===== config.mk =====
export PLATFORM = sky130hd
export DESIGN_NAME = multi_index_rank
export DESIGN_NICKNAME = d
export VERILOG_FILES = /design/src/hdl/mir_pkg.sv /design/src/hdl/mir_front.sv /design/src/hdl/mir_cell.sv /design/src/hdl/multi_index_rank.sv
export SDC_FILE = /design/constraint.sdc
export NUM_CORES = 1
export LEC_CHECK = 0
export BUFFER_PORTS_ARGS = -buffer_cell sky130_fd_sc_hd__buf_2
export CAP_MARGIN = 20
export CORE_MARGIN = 4
export CORE_UTILIZATION = 65
export CTS_CLUSTER_DIAMETER = 50
export DETAILED_ROUTE_END_ITERATION = 12
export PLACE_DENSITY_LB_ADDON = 0.2
export SLEW_MARGIN = 10
export SYNTH_ARGS = -nofsm -noshare
export SYNTH_HDL_FRONTEND = slang
export SYNTH_HIERARCHICAL = 1
export SYNTH_SLANG_ARGS = --single-unit

===== constraint.sdc =====
create_clock -name clk -period 18.95 [get_ports clk]
set_input_delay 0.9475 -clock clk [delete_from_list [all_inputs] [get_ports clk]]
set_output_delay 0.9475 -clock clk [all_outputs]
set_load 0.02 [all_outputs]

===== src/hdl/mir_pkg.sv =====
// ----------------------------------------------------------------------------
// mir_pkg
// Shared types, constants and the binomial count table for the multi-index
// rank pipeline.
// ----------------------------------------------------------------------------
`default_nettype none

package mir_pkg;

  // Fixed geometry of one multi-index
  localparam int NUM_PARTS  = 4;
  localparam int PART_W     = 4;
  localparam int DIM_W      = 2;
  localparam int MODE_W     = 2;
  localparam int RANK_W     = 10;
  localparam int MAX_DEGREE = 15;
  localparam int SUM_W      = 7;   // signed running degree, covers -1 .. 60
  localparam int NUM_CELLS  = NUM_PARTS - 1;

  localparam logic [RANK_W-1:0] MAX_RANK = 10'd815;

  // Ordering codes; the unused code ranks as lex
  localparam logic [MODE_W-1:0] ORDER_LEX        = 2'd0;
  localparam logic [MODE_W-1:0] ORDER_REVLEX     = 2'd1;
  localparam logic [MODE_W-1:0] ORDER_INV_REVLEX = 2'd2;

  // Configuration register indexes
  localparam logic [1:0] REG_ORDER_MODE = 2'd0;
  localparam logic [1:0] REG_DIMENSION  = 2'd1;

  // Dim(w, n) = C(w+n, n) for w = 0..3, n = 0..MAX_DEGREE
  localparam logic [RANK_W-1:0] DIM_TAB [NUM_PARTS][MAX_DEGREE+1] = '{
    '{10'd1, 10'd1, 10'd1, 10'd1, 10'd1, 10'd1, 10'd1, 10'd1,
      10'd1, 10'd1, 10'd1, 10'd1, 10'd1, 10'd1, 10'd1, 10'd1},
    '{10'd1, 10'd2, 10'd3, 10'd4, 10'd5, 10'd6, 10'd7, 10'd8,
      10'd9, 10'd10, 10'd11, 10'd12, 10'd13, 10'd14, 10'd15, 10'd16},
    '{10'd1, 10'd3, 10'd6, 10'd10, 10'd15, 10'd21, 10'd28, 10'd36,
      10'd45, 10'd55, 10'd66, 10'd78, 10'd91, 10'd105, 10'd120, 10'd136},
    '{10'd1, 10'd4, 10'd10, 10'd20, 10'd35, 10'd56, 10'd84, 10'd120,
      10'd165, 10'd220, 10'd286, 10'd364, 10'd455, 10'd560, 10'd680, 10'd816}
  };

  // Item travelling along the chain
  typedef struct packed {
    logic [NUM_PARTS-1:0][PART_W-1:0] parts;
    logic [MODE_W-1:0]                mode;
    logic [DIM_W-1:0]                 dim;
    logic signed [SUM_W-1:0]          s;          // remaining degree minus one
    logic [RANK_W-1:0]                v;          // rank accumulated so far
    logic                             too_large;
  } token_t;

  function automatic logic is_lex(input logic [MODE_W-1:0] mode);
    return (mode != ORDER_REVLEX) && (mode != ORDER_INV_REVLEX);
  endfunction

endpackage

`default_nettype wire


===== src/hdl/mir_front.sv =====
// ----------------------------------------------------------------------------
// mir_front
// Entry stage: sums the used parts, flags an oversized degree and seeds the
// running degree and rank for the cell chain.
// ----------------------------------------------------------------------------
`default_nettype none

module mir_front
  import mir_pkg::*;
(
  input  wire logic                             clk,
  input  wire logic                             rst,
  input  wire logic                             in_valid,
  output logic                                  in_ready,
  input  wire logic [NUM_PARTS-1:0][PART_W-1:0] in_parts,
  input  wire logic [MODE_W-1:0]                mode,
  input  wire logic [DIM_W-1:0]                 dim,
  output logic                                  out_valid,
  input  wire logic                             out_ready,
  output token_t                                out_token
);

  logic [SUM_W-1:0] total;
  token_t           token_next;

  // Degree of the used parts
  always_comb begin
    total = '0;
    for (int i = 0; i < NUM_PARTS; i++) begin
      if (i[DIM_W-1:0] <= dim) begin
        total = total + SUM_W'(in_parts[i]);
      end
    end
  end

  // Seed: lex starts from the top of the degree and counts down; the other orders start at zero
  always_comb begin
    token_next.parts     = in_parts;
    token_next.mode      = mode;
    token_next.dim       = dim;
    token_next.s         = $signed(total) - SUM_W'(1);
    token_next.too_large = (total > SUM_W'(MAX_DEGREE));
    if (is_lex(mode)) begin
      token_next.v = DIM_TAB[dim][total[PART_W-1:0]] - RANK_W'(1);
    end else begin
      token_next.v = '0;
    end
  end

  assign in_ready = !out_valid || out_ready;

  always_ff @(posedge clk) begin
    if (rst) begin
      out_valid <= 1'b0;
    end else if (in_ready) begin
      out_valid <= in_valid;
    end
  end

  always_ff @(posedge clk) begin
    if (in_ready && in_valid) begin
      out_token <= token_next;
    end
  end

endmodule

`default_nettype wire


===== src/hdl/mir_cell.sv =====
// ----------------------------------------------------------------------------
// mir_cell
// One ranking step: removes one part from the running degree and adds or
// subtracts the matching binomial count, then hands the item on.
// ----------------------------------------------------------------------------
`default_nettype none

module mir_cell
  import mir_pkg::*;
#(
  parameter int STEP = 0
) (
  input  wire logic   clk,
  input  wire logic   rst,
  input  wire logic   in_valid,
  output logic        in_ready,
  input  wire token_t in_token,
  output logic        out_valid,
  input  wire logic   out_ready,
  output token_t      out_token
);

  localparam logic [DIM_W-1:0] STEP_IDX = STEP[DIM_W-1:0];

  logic                    active;
  logic [DIM_W-1:0]        weight;
  logic [DIM_W-1:0]        sel;
  logic signed [SUM_W-1:0] s_new;
  logic [RANK_W-1:0]       term;
  token_t                  token_next;

  // Step only exists while it lies below the dimension
  assign active = (STEP_IDX < in_token.dim);
  assign weight = in_token.dim - STEP_IDX;
  assign sel    = (in_token.mode == ORDER_INV_REVLEX) ? weight : STEP_IDX;
  assign s_new  = in_token.s - $signed({{(SUM_W-PART_W){1'b0}}, in_token.parts[sel]});
  assign term   = s_new[SUM_W-1] ? '0 : DIM_TAB[weight][s_new[PART_W-1:0]];

  always_comb begin
    token_next = in_token;
    if (active) begin
      token_next.s = s_new;
      if (is_lex(in_token.mode)) begin
        token_next.v = in_token.v - term;
      end else begin
        token_next.v = in_token.v + term;
      end
    end
  end

  assign in_ready = !out_valid || out_ready;

  always_ff @(posedge clk) begin
    if (rst) begin
      out_valid <= 1'b0;
    end else if (in_ready) begin
      out_valid <= in_valid;
    end
  end

  always_ff @(posedge clk) begin
    if (in_ready && in_valid) begin
      out_token <= token_next;
    end
  end

endmodule

`default_nettype wire


===== src/hdl/multi_index_rank.sv =====
// ----------------------------------------------------------------------------
// multi_index_rank
// Ranks a multi-index among all multi-indices of the same total degree.
// ----------------------------------------------------------------------------
// One transaction in gives one transaction out. The block takes a new
// multi-index every cycle and ranks it in one entry stage that sums the
// parts, then a chain of three cells, one per part boundary, each doing
// one table lookup and one add or subtract. Holding off the output stalls
// the intake and the chain stage by stage, so empty stages still fill up.
// Ordering and dimension are set through the configuration channel, which is
// always ready and should only be written while no transaction is in flight.
// ----------------------------------------------------------------------------
`default_nettype none

module multi_index_rank
  import mir_pkg::*;
(
  input  wire logic        clk,
  input  wire logic        rst,
  // input stream
  input  wire logic        s_axis_tvalid,
  output logic             s_axis_tready,
  input  wire logic [15:0] s_axis_tdata,   // part_0[3:0], part_1, part_2, part_3
  // output stream
  output logic             m_axis_tvalid,
  input  wire logic        m_axis_tready,
  output logic [15:0]      m_axis_tdata,   // rank[9:0], zero fill [15:10]
  output logic             m_axis_tuser,   // degree_too_large
  // configuration writes
  input  wire logic        cfg_valid,
  output logic             cfg_ready,
  input  wire logic [1:0]  cfg_index,
  input  wire logic [1:0]  cfg_data
);

  logic [MODE_W-1:0] order_mode;
  logic [DIM_W-1:0]  dimension;

  logic              valid [NUM_CELLS+1];
  logic              ready [NUM_CELLS+1];
  token_t            token [NUM_CELLS+1];
  token_t            last_token;

  // Configuration registers
  assign cfg_ready = 1'b1;

  always_ff @(posedge clk) begin
    if (rst) begin
      order_mode <= ORDER_REVLEX;
      dimension  <= 2'd2;
    end else if (cfg_valid && cfg_ready) begin
      case (cfg_index)
        REG_ORDER_MODE: order_mode <= cfg_data;
        REG_DIMENSION:  dimension  <= cfg_data;
        default: ;
      endcase
    end
  end

  // Entry stage
  mir_front u_front (
    .clk       (clk),
    .rst       (rst),
    .in_valid  (s_axis_tvalid),
    .in_ready  (s_axis_tready),
    .in_parts  (s_axis_tdata),
    .mode      (order_mode),
    .dim       (dimension),
    .out_valid (valid[0]),
    .out_ready (ready[0]),
    .out_token (token[0])
  );

  // Chain of ranking cells
  for (genvar k = 0; k < NUM_CELLS; k++) begin : g_cell
    mir_cell #(.STEP(k)) u_cell (
      .clk       (clk),
      .rst       (rst),
      .in_valid  (valid[k]),
      .in_ready  (ready[k]),
      .in_token  (token[k]),
      .out_valid (valid[k+1]),
      .out_ready (ready[k+1]),
      .out_token (token[k+1])
    );
  end

  // Result from the last cell
  assign last_token         = token[NUM_CELLS];
  assign ready[NUM_CELLS]   = m_axis_tready;
  assign m_axis_tvalid      = valid[NUM_CELLS];
  assign m_axis_tuser       = last_token.too_large;
  assign m_axis_tdata       = {6'b0, last_token.too_large ? RANK_W'(0) : last_token.v};

  // Checks
  a_flag_zero_rank: assert property (@(posedge clk) disable iff (rst)
    m_axis_tvalid && m_axis_tuser |-> m_axis_tdata == 16'd0)
    else $error("flagged result carries a nonzero rank");

  a_rank_range: assert property (@(posedge clk) disable iff (rst)
    m_axis_tvalid |-> m_axis_tdata[RANK_W-1:0] <= MAX_RANK)
    else $error("rank beyond the largest degree count");

  a_empty_out_ready: assert property (@(posedge clk) disable iff (rst)
    !m_axis_tvalid |-> s_axis_tready)
    else $error("input held off with an empty output stage");

  a_reset_config: assert property (@(posedge clk)
    $past(rst) |-> order_mode == ORDER_REVLEX && dimension == 2'd2)
    else $error("configuration not at reset values");

endmodule

`default_nettype wire

==> results.md <==
* Initial antenna violation count at 0
* Arrival time worst endpoint at 7.27 ns
* Routed Antenna Nets at 0
* Starting density of the core at between 60% and 70%
* CTS Hold Buffers Added at 0
* Vias per cell at 6.36
* Residual DRC at 0
* Clock latency on the worst-skew pair at between 0.4 and 0.5 ns
* Mapped Avg Cell Area at ~9.6 sq um
* IO buf count at 37
* CP Capture Type: flip-flop
* Hold Fails Final Rpt at 0
* Crit Path Max Fanout at 23
* Final wirelength at about 25000 microns
* Mapped Cells at 1200
* H-tree depth at 4
* Site Rows at 48
* Synth Cell Area at 11500 sq um
* Placer Congestion at between 0.9 and 1
* Vias in the first global route at slightly below 9000
* Max cap viols at 0
* DRT Pass-1 Iters at 5
* Total congestion overflow at 0
* DIE WIDTH at approximately 140 microns
* TritonCTS sink count at ~130
* Non-filler instance count after layout at roughly 1400
* Worst-path cell chain: inv_1, ha_1, nand2b_1, o22ai_1, a21oi_1, ha_1, fa_1, or3b_2, o21ai_2, o21ai_0, a21o_1, nand2_1, ha_1, nor2b_1, a31oi_1, ha_1, nor2b_1, o2111ai_1, a31oi_1, a31oi_1, xor2_1, nor4b_1, a311oi_1, nand3_1
* Wire length per cell at 17.6 microns
* Post-CTS Resized at 0
* Placed cell count at roughly 1400
* FMAX at 141 MHz
* Leak at between 4 and 5 nW
* Least-Margin Pin Slew at roughly 1.1 ns
* Most frequent CP cell: ha_1
* RSZ-0062 raised after global routing: false
* Worst-path clk slew at 0.07 ns
* Type of origin of the critical path: flip-flop
* Commonest non-fill, non-tap cells in the layout: 125 x edfxtp_1, 96 x nand2_1, 87 x ha_1, 72 x o21ai_0, 68 x inv_1
* Worst Setup Path Type: flip-flop to flip-flop
* Slowest stage delay, CP at roughly 1 ns
* Post-DP HPWL at between 15000 and 20000 microns
* CTS root buf: clkbuf_16
* Postcts setup bufs at 0
* Area growth from synthesis to layout at 6.65%
* Worst path required time at between 15 and 20 ns
* Final nets at 1323
* Worst Hold Class: flip-flop to flip-flop
* First DRT Iteration DRCs at 797
* Smallest hold slack at ~0.42 ns
* Outcome: completed
* Maximum root-to-sink buffer count at 2
* ANT cells at 0
* Period Utilization, post-route at roughly 37%
* CTS buffer count at 17
* Setup tns final at 0 ns
* Ratio of cells with drive above 1 in the final layout at a little over an eighth
* Die H at between 100 and 150 microns
* Peak VDD IR at slightly below 90 uV
* Pwr Density at 138 nW/um^2
* Largest net degree at the start of global routing at 39
* Core box area at between 15000 and 20000 sq um
* CTS tree: yes
* Vias at about 9200
* First-pass GRT wire length at between 40000 and 50000 microns
* Crit path max-delay cell type: fa_1
* Commonest non-fill, non-tap cell in the layout: edfxtp_1
* Max_slew headroom at approximately 28%
* Final period demand of the worst path at slightly above 7 ns
* Total track usage at between 20% and 30%
* Max-slew violation count at 0
* Total die area at between 15000 and 20000 sq um
* Clock Skews at about 0.012 ns
* Num ports at between 40 and 50
* Final setup viols at 0
* Yosys warning total at 6
==> layout make-up <==
type,instances,area [sq um]
Tap cell,225,282
Inverter,71,272
Multi-Input combinational cell,936,7030
Timing Repair Buffer,43,230
Sequential cell,133,3910
Clock buffer,17,425
Fill cell,1296,5040
Clock inverter,15,160
==> power breakdown <==
part / switching (W) / total, W / internal [W]
registers: 0.0000247 / 0.000411 / 0.000386
logic: 0.000556 / 0.000956 / 0.000400
clock network: 0.000140 / 0.000326 / 0.000186
==> metrics by stage <==
step	total power, W	area [sq um]	setup slack [ns]	util (%)
after global placement	0.00132	11700	12.11	67.6
after CTS	0.00168	12300	11.90	70.9
after floorplan	0.00118	11600	12.76	-
after detailed placement	0.00135	11700	11.93	67.6
after global routing	0.00181	12300	11.27	70.9
final	0.00169	12300	11.86	70.9
==> worst paths after layout <==
check	depth (start not counted)	from	slack, ns	end
setup / recovery	24	g_cell[0].u_cell/out_token[18]	11.86	g_cell[1].u_cell/out_token[10]
hold / removal	0	g_cell[1].u_cell/out_token[0]	0.42	g_cell[2].u_cell/out_token[0]
setup reg to reg	24	g_cell[0].u_cell/out_token[18]	11.86	g_cell[1].u_cell/out_token[10]
hold reg to reg	0	g_cell[1].u_cell/out_token[0]	0.42	g_cell[2].u_cell/out_token[0]
==> state kept, by name, summed over array words and instances, names as in the netlist <==
name / count
g_cell.u_cell/out_valid: 3
u_front/out_token: 38
u_front/out_valid: 1
order_mode: 2
dimension: 2
g_cell.u_cell/out_token: 87
==> critical path, delay by kind of cell, from the launching register on <==
| family | cells | cell delay, ns |
|---|---|---|
| compound gates | 10 | 1.88 |
| fa+ha+maj | 5 | 2.29 |
| xor+xnor | 1 | 0.46 |
| buf+inv | 1 | 0.14 |
| flops | 1 | 0.75 |
| simple gates | 7 | 1.32 |
==> metal layers <==
metal	wire length [microns]	vias to the layer above	GRT usage, %
li1	-	4456	-
met1	10700	4346	32.6
met2	13000	295	45.7
met3	1030	67	3.84
met4	689	0	9.33
met5	0	-	0
No activity file was read; power rests on OpenSTA's default activity.
